[src/rtl/core/liv_pkg.sv]
// shared types and constants for the lexicon image validator
// no dependencies; used by liv_fnv, liv_parser and lexicon_image_validator

package liv_pkg;

    // image layout
    localparam int unsigned HEADER_BYTES = 20;
    localparam int unsigned POS_W        = 29;
    localparam int unsigned ENTRY_W      = 23;
    localparam int unsigned HASH_W       = 64;

    localparam logic [POS_W-1:0]   POS_MAX     = {POS_W{1'b1}};
    localparam logic [ENTRY_W-1:0] ENTRIES_MAX = {ENTRY_W{1'b1}};

    // fnv-1a 64 constants
    localparam logic [HASH_W-1:0] FNV_BASIS = 64'hCBF29CE484222325;

    // header signature bytes, in file order
    localparam logic [7:0] MAGIC [4] = '{8'h4F, 8'h57, 8'h4C, 8'h58};

    // configuration register indexes
    localparam logic [1:0] CFG_VERSION   = 2'd0;
    localparam logic [1:0] CFG_MAX_ENTRY = 2'd1;
    localparam logic [1:0] CFG_MAX_BYTES = 2'd2;

    // reset values of the configuration registers
    localparam logic [31:0]        VERSION_RST   = 32'd1;
    localparam logic [ENTRY_W-1:0] MAX_ENTRY_RST = 23'd4194304;
    localparam logic [POS_W-1:0]   MAX_BYTES_RST = 29'd268435456;

    typedef enum logic [3:0] {
        ST_OK         = 4'd0,
        ST_SIZE       = 4'd1,
        ST_MAGIC      = 4'd2,
        ST_VERSION    = 4'd3,
        ST_HEADER     = 4'd4,
        ST_CHECKSUM   = 4'd5,
        ST_ENTRY_HEAD = 4'd6,
        ST_SYL_TRUNC  = 4'd7,
        ST_BAD_SYL    = 4'd8,
        ST_TEXT       = 4'd9,
        ST_TRAILING   = 4'd10
    } t_status;

    typedef enum logic [2:0] {
        PH_HEAD    = 3'd0,
        PH_SYLLEN  = 3'd1,
        PH_SYLBODY = 3'd2,
        PH_TEXT    = 3'd3,
        PH_TRAIL   = 3'd4
    } t_phase;

    typedef struct packed {
        logic [31:0]        expected_version;
        logic [ENTRY_W-1:0] max_entries;
        logic [POS_W-1:0]   max_file_bytes;
    } t_cfg;

    typedef struct packed {
        t_status            status;
        logic [ENTRY_W-1:0] entries_seen;
    } t_result;

endpackage

[src/rtl/core/liv_fnv.sv]
// running fnv-1a 64 hash register over payload bytes
// depends on liv_pkg

module liv_fnv (
    input  logic                       i_clk,
    input  logic                       i_rst_n,
    input  logic                       i_step,
    input  logic                       i_payload,
    input  logic                       i_clear,
    input  logic [7:0]                 i_byte,
    output logic [liv_pkg::HASH_W-1:0] o_hash_next
);

    logic [liv_pkg::HASH_W-1:0] r_hash;
    logic [liv_pkg::HASH_W-1:0] x;
    logic [liv_pkg::HASH_W-1:0] n_hash;

    // xor in the byte, then multiply by the prime 2^40 + 0x1b3 as shifts and adds
    always_comb begin
        x = r_hash ^ {56'd0, i_byte};
        n_hash = (x << 40) + (x << 8) + (x << 7) + (x << 5) + (x << 4) + (x << 1) + x;
        if (i_step && i_payload) begin
            o_hash_next = n_hash;
        end else begin
            o_hash_next = r_hash;
        end
    end

    // hash register, back to the basis after each image
    always_ff @(posedge i_clk) begin
        if (!i_rst_n) begin
            r_hash <= liv_pkg::FNV_BASIS;
        end else if (i_step && i_clear) begin
            r_hash <= liv_pkg::FNV_BASIS;
        end else begin
            r_hash <= o_hash_next;
        end
    end

endmodule

[src/rtl/core/liv_parser.sv]
// header checks, entry walk and final status of the lexicon image
// depends on liv_pkg; takes the next hash value from liv_fnv

module liv_parser (
    input  logic                       i_clk,
    input  logic                       i_rst_n,
    input  logic                       i_step,
    input  logic [7:0]                 i_byte,
    input  logic                       i_last,
    input  liv_pkg::t_cfg              i_cfg,
    input  logic [liv_pkg::HASH_W-1:0] i_hash_next,
    output logic                       o_payload,
    output liv_pkg::t_result           o_result
);

    logic [liv_pkg::POS_W-1:0]   r_pos,        n_pos;
    logic                        r_magic_ok,   n_magic_ok;
    logic [63:0]                 r_hdr,        n_hdr;
    logic [31:0]                 r_decl_count, n_decl_count;
    logic [63:0]                 r_decl_hash,  n_decl_hash;
    liv_pkg::t_phase             r_phase,      n_phase;
    logic [2:0]                  r_fidx,       n_fidx;
    logic [15:0]                 r_syl_left,   n_syl_left;
    logic [15:0]                 r_bytes_left, n_bytes_left;
    logic [15:0]                 r_text_len,   n_text_len;
    logic [liv_pkg::ENTRY_W-1:0] r_entries,    n_entries;
    liv_pkg::t_status            r_err,        n_err;

    logic no_err;

    assign o_payload = (r_pos >= liv_pkg::POS_W'(liv_pkg::HEADER_BYTES));
    assign no_err    = (r_err == liv_pkg::ST_OK);

    // next state for one byte
    always_comb begin
        n_pos        = (r_pos != liv_pkg::POS_MAX) ? r_pos + 1'b1 : r_pos;
        n_magic_ok   = r_magic_ok;
        n_hdr        = r_hdr;
        n_decl_count = r_decl_count;
        n_decl_hash  = r_decl_hash;
        n_phase      = r_phase;
        n_fidx       = r_fidx;
        n_syl_left   = r_syl_left;
        n_bytes_left = r_bytes_left;
        n_text_len   = r_text_len;
        n_entries    = r_entries;
        n_err        = r_err;

        if (!o_payload) begin
            // header bytes shift in from the top, little-endian
            n_hdr = {i_byte, r_hdr[63:8]};
            if (r_pos < liv_pkg::POS_W'(4) && i_byte != liv_pkg::MAGIC[r_pos[1:0]]) begin
                n_magic_ok = 1'b0;
            end
            if (r_pos == liv_pkg::POS_W'(7) && n_hdr[63:32] != i_cfg.expected_version
                && no_err) begin
                n_err = liv_pkg::ST_VERSION;
            end
            if (r_pos == liv_pkg::POS_W'(11)) begin
                n_decl_count = n_hdr[63:32];
                if (n_hdr[63:32] > {9'd0, i_cfg.max_entries} && no_err) begin
                    n_err = liv_pkg::ST_HEADER;
                end
            end
            if (r_pos == liv_pkg::POS_W'(19)) begin
                n_decl_hash = n_hdr;
                n_phase     = (r_decl_count == 32'd0) ? liv_pkg::PH_TRAIL : liv_pkg::PH_HEAD;
                n_fidx      = 3'd0;
            end
        end else if (no_err) begin
            // entry walk, stops at the first error
            unique case (r_phase)
                liv_pkg::PH_HEAD: begin
                    case (r_fidx)
                        3'd4:    n_syl_left = {8'd0, i_byte};
                        3'd5:    n_syl_left = {i_byte, r_syl_left[7:0]};
                        3'd6:    n_text_len = {8'd0, i_byte};
                        3'd7:    n_text_len = {i_byte, r_text_len[7:0]};
                        default: ;
                    endcase
                    if (r_fidx == 3'd7) begin
                        n_fidx = 3'd0;
                        if (n_syl_left == 16'd0 || n_text_len == 16'd0) begin
                            n_err = liv_pkg::ST_ENTRY_HEAD;
                        end else begin
                            n_phase = liv_pkg::PH_SYLLEN;
                        end
                    end else begin
                        n_fidx = r_fidx + 1'b1;
                    end
                end
                liv_pkg::PH_SYLLEN: begin
                    if (i_byte == 8'd0) begin
                        n_err = liv_pkg::ST_BAD_SYL;
                    end else begin
                        n_bytes_left = {8'd0, i_byte};
                        n_phase      = liv_pkg::PH_SYLBODY;
                    end
                end
                liv_pkg::PH_SYLBODY: begin
                    n_bytes_left = r_bytes_left - 1'b1;
                    if (n_bytes_left == 16'd0) begin
                        n_syl_left = r_syl_left - 1'b1;
                        if (n_syl_left == 16'd0) begin
                            n_bytes_left = r_text_len;
                            n_phase      = liv_pkg::PH_TEXT;
                        end else begin
                            n_phase = liv_pkg::PH_SYLLEN;
                        end
                    end
                end
                liv_pkg::PH_TEXT: begin
                    n_bytes_left = r_bytes_left - 1'b1;
                    if (n_bytes_left == 16'd0) begin
                        if (r_entries != liv_pkg::ENTRIES_MAX) begin
                            n_entries = r_entries + 1'b1;
                        end
                        n_phase = ({9'd0, n_entries} >= r_decl_count) ?
                                  liv_pkg::PH_TRAIL : liv_pkg::PH_HEAD;
                        n_fidx  = 3'd0;
                    end
                end
                default: begin
                    n_err = liv_pkg::ST_TRAILING;
                end
            endcase
        end
    end

    // final status in check order, from the state after this byte
    always_comb begin
        o_result.entries_seen = n_entries;
        if (n_pos < liv_pkg::POS_W'(liv_pkg::HEADER_BYTES) || n_pos > i_cfg.max_file_bytes
            || n_pos == liv_pkg::POS_MAX) begin
            o_result.status = liv_pkg::ST_SIZE;
        end else if (!n_magic_ok) begin
            o_result.status = liv_pkg::ST_MAGIC;
        end else if (n_err == liv_pkg::ST_VERSION || n_err == liv_pkg::ST_HEADER) begin
            o_result.status = n_err;
        end else if (i_hash_next != n_decl_hash) begin
            o_result.status = liv_pkg::ST_CHECKSUM;
        end else if (n_err != liv_pkg::ST_OK) begin
            o_result.status = n_err;
        end else begin
            case (n_phase)
                liv_pkg::PH_HEAD:    o_result.status = liv_pkg::ST_ENTRY_HEAD;
                liv_pkg::PH_SYLLEN:  o_result.status = liv_pkg::ST_SYL_TRUNC;
                liv_pkg::PH_SYLBODY: o_result.status = liv_pkg::ST_BAD_SYL;
                liv_pkg::PH_TEXT:    o_result.status = liv_pkg::ST_TEXT;
                default:             o_result.status = liv_pkg::ST_OK;
            endcase
        end
    end

    // parser state, cleared after the final byte of an image
    always_ff @(posedge i_clk) begin
        if (!i_rst_n || (i_step && i_last)) begin
            r_pos        <= '0;
            r_magic_ok   <= 1'b1;
            r_hdr        <= '0;
            r_decl_count <= '0;
            r_decl_hash  <= '0;
            r_phase      <= liv_pkg::PH_HEAD;
            r_fidx       <= '0;
            r_syl_left   <= '0;
            r_bytes_left <= '0;
            r_text_len   <= '0;
            r_entries    <= '0;
            r_err        <= liv_pkg::ST_OK;
        end else if (i_step) begin
            r_pos        <= n_pos;
            r_magic_ok   <= n_magic_ok;
            r_hdr        <= n_hdr;
            r_decl_count <= n_decl_count;
            r_decl_hash  <= n_decl_hash;
            r_phase      <= n_phase;
            r_fidx       <= n_fidx;
            r_syl_left   <= n_syl_left;
            r_bytes_left <= n_bytes_left;
            r_text_len   <= n_text_len;
            r_entries    <= n_entries;
            r_err        <= n_err;
        end
    end

endmodule

[src/rtl/core/lexicon_image_validator.sv]
// Lexicon image validator, top level.
// Image bytes arrive on the s_axis channel, one word per byte, with s_axis_tlast
// on the final byte of an image. Each byte is held in an input register, then
// the header checks, the fnv-1a 64 hash step and the entry walk update the
// state together, in the same cycle.
// One result word leaves on m_axis per image, only for the final byte: status,
// entries parsed and payload hash. Bytes without tlast give no result.
// A result is written to the output register as its final byte leaves the input register.
// Throughput: one byte per cycle unless a final byte is held, as the hash loop has one register.
// The block keeps taking bytes while a result waits in the output register;
// only a further final byte is held in the input register until the receiver
// takes the waiting result.
// Configuration: i_cfg_we writes i_cfg_data to register i_cfg_index
// (0 expected version, 1 max entries, 2 max image bytes); write only when idle.
// Reset (i_rst_n low, synchronous) empties both registers, restores the
// configuration defaults and starts a fresh image; after each final byte the
// parser returns to that same start state, keeping the configuration.
// depends on liv_pkg, liv_fnv, liv_parser

module lexicon_image_validator (
    input  logic        i_clk,
    input  logic        i_rst_n,
    // input image bytes
    input  logic        s_axis_tvalid,
    output logic        s_axis_tready,
    input  logic [7:0]  s_axis_tdata,   // [7:0] data_byte
    input  logic        s_axis_tlast,   // last_byte
    // result words
    output logic        m_axis_tvalid,
    input  logic        m_axis_tready,
    output logic [95:0] m_axis_tdata,   // [3:0] status, [26:4] entries_seen,
                                        // [90:27] payload_hash, [95:91] zero
    // configuration writes
    input  logic        i_cfg_we,
    input  logic [1:0]  i_cfg_index,
    input  logic [31:0] i_cfg_data
);

    logic                       r_in_valid;
    logic [7:0]                 r_in_byte;
    logic                       r_in_last;
    logic                       r_out_valid;
    logic [95:0]                r_out_data;
    liv_pkg::t_cfg              r_cfg;
    logic                       step;
    logic                       out_free;
    logic                       payload;
    logic [liv_pkg::HASH_W-1:0] hash_next;
    liv_pkg::t_result           result;

    // a final byte moves on only when the output register can take its result
    assign out_free      = !r_out_valid || m_axis_tready;
    assign step          = r_in_valid && (!r_in_last || out_free);
    assign s_axis_tready = !r_in_valid || step;
    assign m_axis_tvalid = r_out_valid;
    assign m_axis_tdata  = r_out_data;

    // configuration registers
    always_ff @(posedge i_clk) begin
        if (!i_rst_n) begin
            r_cfg.expected_version <= liv_pkg::VERSION_RST;
            r_cfg.max_entries      <= liv_pkg::MAX_ENTRY_RST;
            r_cfg.max_file_bytes   <= liv_pkg::MAX_BYTES_RST;
        end else if (i_cfg_we) begin
            unique case (i_cfg_index)
                liv_pkg::CFG_VERSION:   r_cfg.expected_version <= i_cfg_data;
                liv_pkg::CFG_MAX_ENTRY: r_cfg.max_entries <= i_cfg_data[liv_pkg::ENTRY_W-1:0];
                liv_pkg::CFG_MAX_BYTES: r_cfg.max_file_bytes <= i_cfg_data[liv_pkg::POS_W-1:0];
                default: ;
            endcase
        end
    end

    // input register
    always_ff @(posedge i_clk) begin
        if (!i_rst_n) begin
            r_in_valid <= 1'b0;
        end else if (s_axis_tvalid && s_axis_tready) begin
            r_in_valid <= 1'b1;
        end else if (step) begin
            r_in_valid <= 1'b0;
        end
        if (s_axis_tvalid && s_axis_tready) begin
            r_in_byte <= s_axis_tdata;
            r_in_last <= s_axis_tlast;
        end
    end

    liv_fnv u_fnv (
        .i_clk       (i_clk),
        .i_rst_n     (i_rst_n),
        .i_step      (step),
        .i_payload   (payload),
        .i_clear     (r_in_last),
        .i_byte      (r_in_byte),
        .o_hash_next (hash_next)
    );

    liv_parser u_parser (
        .i_clk       (i_clk),
        .i_rst_n     (i_rst_n),
        .i_step      (step),
        .i_byte      (r_in_byte),
        .i_last      (r_in_last),
        .i_cfg       (r_cfg),
        .i_hash_next (hash_next),
        .o_payload   (payload),
        .o_result    (result)
    );

    // output register
    always_ff @(posedge i_clk) begin
        if (!i_rst_n) begin
            r_out_valid <= 1'b0;
        end else if (step && r_in_last) begin
            r_out_valid <= 1'b1;
        end else if (m_axis_tready) begin
            r_out_valid <= 1'b0;
        end
        if (step && r_in_last) begin
            r_out_data <= {5'd0, hash_next, result.entries_seen, result.status};
        end
    end

endmodule
[config.mk]
export PLATFORM = sky130hd
export DESIGN_NAME = lexicon_image_validator
export DESIGN_NICKNAME = d
export VERILOG_FILES = /design/src/rtl/core/liv_pkg.sv /design/src/rtl/core/liv_fnv.sv /design/src/rtl/core/liv_parser.sv /design/src/rtl/core/lexicon_image_validator.sv
export SDC_FILE = /design/constraint.sdc
export NUM_CORES = 2
export LEC_CHECK = 0
export ABC_AREA = 0
export BUFFER_PORTS_ARGS = -buffer_cell sky130_fd_sc_hd__buf_2
export CELL_PAD_IN_SITES_DETAIL_PLACEMENT = 1
export CELL_PAD_IN_SITES_GLOBAL_PLACEMENT = 2
export CORE_MARGIN = 8
export CORE_UTILIZATION = 42
export CTS_CLUSTER_DIAMETER = 30
export DETAILED_ROUTE_END_ITERATION = 8
export PLACE_DENSITY_LB_ADDON = 0.1
export SYNTH_ARGS = -nofsm -noshare
export SYNTH_HDL_FRONTEND = slang
export SYNTH_SLANG_ARGS = --single-unit
[constraint.sdc]
create_clock -name i_clk -period 14.6 [get_ports i_clk]
set_clock_uncertainty 0.15 [all_clocks]
set_input_delay 0 -clock i_clk [delete_from_list [all_inputs] [get_ports i_clk]]
set_output_delay 0 -clock i_clk [all_outputs]
set_load 0.005 [all_outputs]
==> impl_results.md <==
- Status: finished, final reports clean
- Share of layout cells above drive strength 1: 9.78%
- Synth warn: 0
- Required time of the critical path: 14880 ps
- Most common cell in the synthesized netlist: nand2_1
- Die width: 314 um
- Worst Path Buf+Inv: 4
- Synth Cell Area: 37200 um2
- First DRT Iteration DRCs: 1645
- RSZ-0062 raised after global routing: no
- FP Rows: 109
- CP top delay family: adder cells
- Synth Area per Inst: 8.40 um2
- Starting Density: 42.2%
- Power density over cell area: 116 nW/um2
- Setup tns final: 0 ps
- Worst slew pin tran: 1250 ps
- # port buffers: 140
- Synth unique cells: 97
- Routed len/inst: 23.9 um
- Critical path peak fanout: 13
- Peak VDD IR: 113 uV
- Nature of the critical path startpoint: register
- Via count: 32.6k
- Worst skew pair latency: 720 ps
- CP Cell Sequence: buf_4 > xnor2_1 > clkinv_1 > fa_1 > fa_1 > inv_1 > fa_1 > fa_1 > inv_1 > ha_1 > nand2_1 > o21ai_1 > nor2_1 > o41ai_1 > o31ai_1 > o21ai_0 > xor2_1 > mux2i_1 > xnor2_1 > nand4_1 > nor4_4 > a31oi_1
- Placed cell area: 38700 um2
- Via/cell ratio: 5.55
- 1st-pass router iterations: 5
- CTS clk-pin slew, worst paths: 50 ps
- CP dominant cell by count: fa_1
- Synth top area cells: dfxtp_1 22%, fa_1 13%, edfxtp_1 8.1%
- Total chip power: 5.17 mW
- Area delta synth->final: 19.7%
- Post-synth top area cell: dfxtp_1
- H-tree levels: 4
- Max_slew headroom: 16.2%
- Slowest CP cell: o41ai_1
- Nets: 5086
- Largest net degree at the start of global routing: 190
- Post-DRT Antenna Nets: 0
- CTS tree: built
- Placer Congestion: 0.934
- Initial antenna violation count: 9
- Sequential share of the synthesized area: 30.3%
- FMAX: 0.112 GHz
- Num CTS Buffers: 139
- Final-layout fill cell count: 10.4k
- Top cells by count, synth: 732 x nand2_1, 490 x inv_1, 413 x dfxtp_1, 342 x a21oi_1, 273 x nor2_1
- Pleak: 18.4 nW
- Vias in the first global route: 35.1k
- WL final: 141000 um
- Core Region: 88100 um2
- Yosys top cell area share: 22.2%
- Die Footprint: 98300 um2
- Die H: 314 um
- Fin crit period: 8960 ps
- Slowest stage delay, CP: 740 ps
- Synthesized flop and latch total: 513
- Max-Cap Viols: 0
- HPWL after DPL: 103000 um
- Final critical-path share of the clock period: 61.4%
- Cell area after layout: 44500 um2
- I/O pin count: 146
- First-pass GRT wire length: 215000 um
- Final hold violations: 0
- Crit path arrival time: 9240 ps
- Worst setup EP type: register
- Max Root-Sink Buffers: 3
- Final setup viols: 0
- Ys flop type: dfxtp_1
- Hold Crit Class: input pin to register
- Slew Limit Fails: 0
- Post-synth EDFFs: 100
- Grt total ovfl: 0
- Clock tree sinks: 513
- FFs w/ async S/R, synth: 0%
- GRT Util Overall: 28.3%
- CP Class: register to register
- Clk root buf: clkbuf_16
- Residual DRC count: 0
- Mapped Cells: 4425
state kept, by name, summed over array words and instances (netlist names), 4 cells and up:
register / flops
u_parser.r_decl_count: 32
u_parser.r_entries: 23
u_parser.r_bytes_left: 16
u_parser.r_text_len: 16
u_fnv.r_hash: 64
m_axis_tdata: 91
r_in_byte: 8
u_parser.r_pos: 29
r_cfg: 84
u_parser.r_syl_left: 16
u_parser.r_decl_hash: 64
u_parser.r_hdr: 56
u_parser.r_err: 4
cells in the final DEF (no fill, tap or decap), types with 21 or more instances in the layout:
master           n
a211oi_1        32
a21boi_0        89
a21o_1          43
a21oi_1        342
a31oi_1         21
and2_1          38
and3_1          23
buf_2          140
buf_4           40
clkbuf_1        26
clkbuf_16      143
dfxtp_1        413
dlygate4sd3_1   95
edfxtp_1       100
fa_1           240
ha_1           194
inv_1          489
mux2i_1         83
nand2_1        729
nand2b_1        40
nand3_1         67
nand4_1         82
nor2_1         270
nor3_1          72
nor4_1          50
o211ai_1        24
o21a_1          26
o21ai_0        139
or3_1           26
xnor2_1        138
xor2_1         141
where the power goes:
group | internal, mW | switching (mW)
Combinational | 0.203 | 0.381
Clock | 2.16 | 0.955
Sequential | 1.46 | 0.0151
Total | 3.82 | 1.35
logic make-up after synthesis:
family,Yosys count,synth area share [%]
AOI/OAI and AO/OA,858,14.4
muxes,93,2.58
DFF,513,30.3
and+or+nand+nor,1508,18.9
buffers and inverters,734,7.63
other,1,0.0101
xor gates and xnor gates,279,6.57
adders and majority gates,439,19.6
layout make-up:
cell class                 instances  area [um2]  area share, %
multi-input combinational       3182       23100           52.0
sequential                       513       11300           25.3
clock buffer                     183        3870           8.69
timing repair buffer             276        1970           4.43
inverter                         492        1850           4.15
tap                             1165        1460           3.27
clock inverter                    69         937           2.10
antenna                            6        15.0         0.0337
layer usage:
metal	routed length [um]	GRT usage, %	share of wire, %	vias up
met2	70500	50.1	50	764
met4	7240	14.1	5.1	2
li1	-	-	-	15215
met3	5290	3.85	3.8	324
met1	57500	33.4	41	16333
met5	13	0	0.0092	-
repair_timing:
| action | 4_1_cts | 5_1_grt |
|---|---|---|
| endpoints found under the hold margin | 112 | 0 |
| setup buffers | 0 | 0 |
| hold buffers | 95 | 0 |
| gates resized for setup | 0 | 0 |
tightest hold or removal path: stages:
cell	delay [ps]
dlygate4sd3_1	530
buf_2	130
nand2_1	100
a21boi_0	80
metrics by stage:
stage	hold slack [ps]	setup WS [ps]	utilization, %	instances
after CTS	2.63	5760	50.5	5880
after global placement	27.7	5800	44.0	5533
after global routing	55.4	5350	50.5	5885
after floorplan	-51.1	7230	-	4429
final	38.8	5640	50.5	5886
after detailed placement	29.4	5790	44.0	5533
worst paths after layout:
path | start | endpoint | slack, ps | cells past startpoint
min | i_cfg_data[24] | r_cfg[24]$_SDFFE_PN0P_ | 40 | 4
min reg2reg | u_parser.r_decl_hash[15]$_SDFFE_PP0P_ | u_parser.r_decl_hash[15]$_SDFFE_PP0P_ | 300 | 2
max | r_in_byte[5]$_DFFE_PP_ | m_axis_tdata[2]$_SDFFCE_PP0P_ | 5640 | 22
max reg2reg | r_in_byte[5]$_DFFE_PP_ | m_axis_tdata[2]$_SDFFCE_PP0P_ | 5640 | 22
Power figures use the tool's default switching activity.
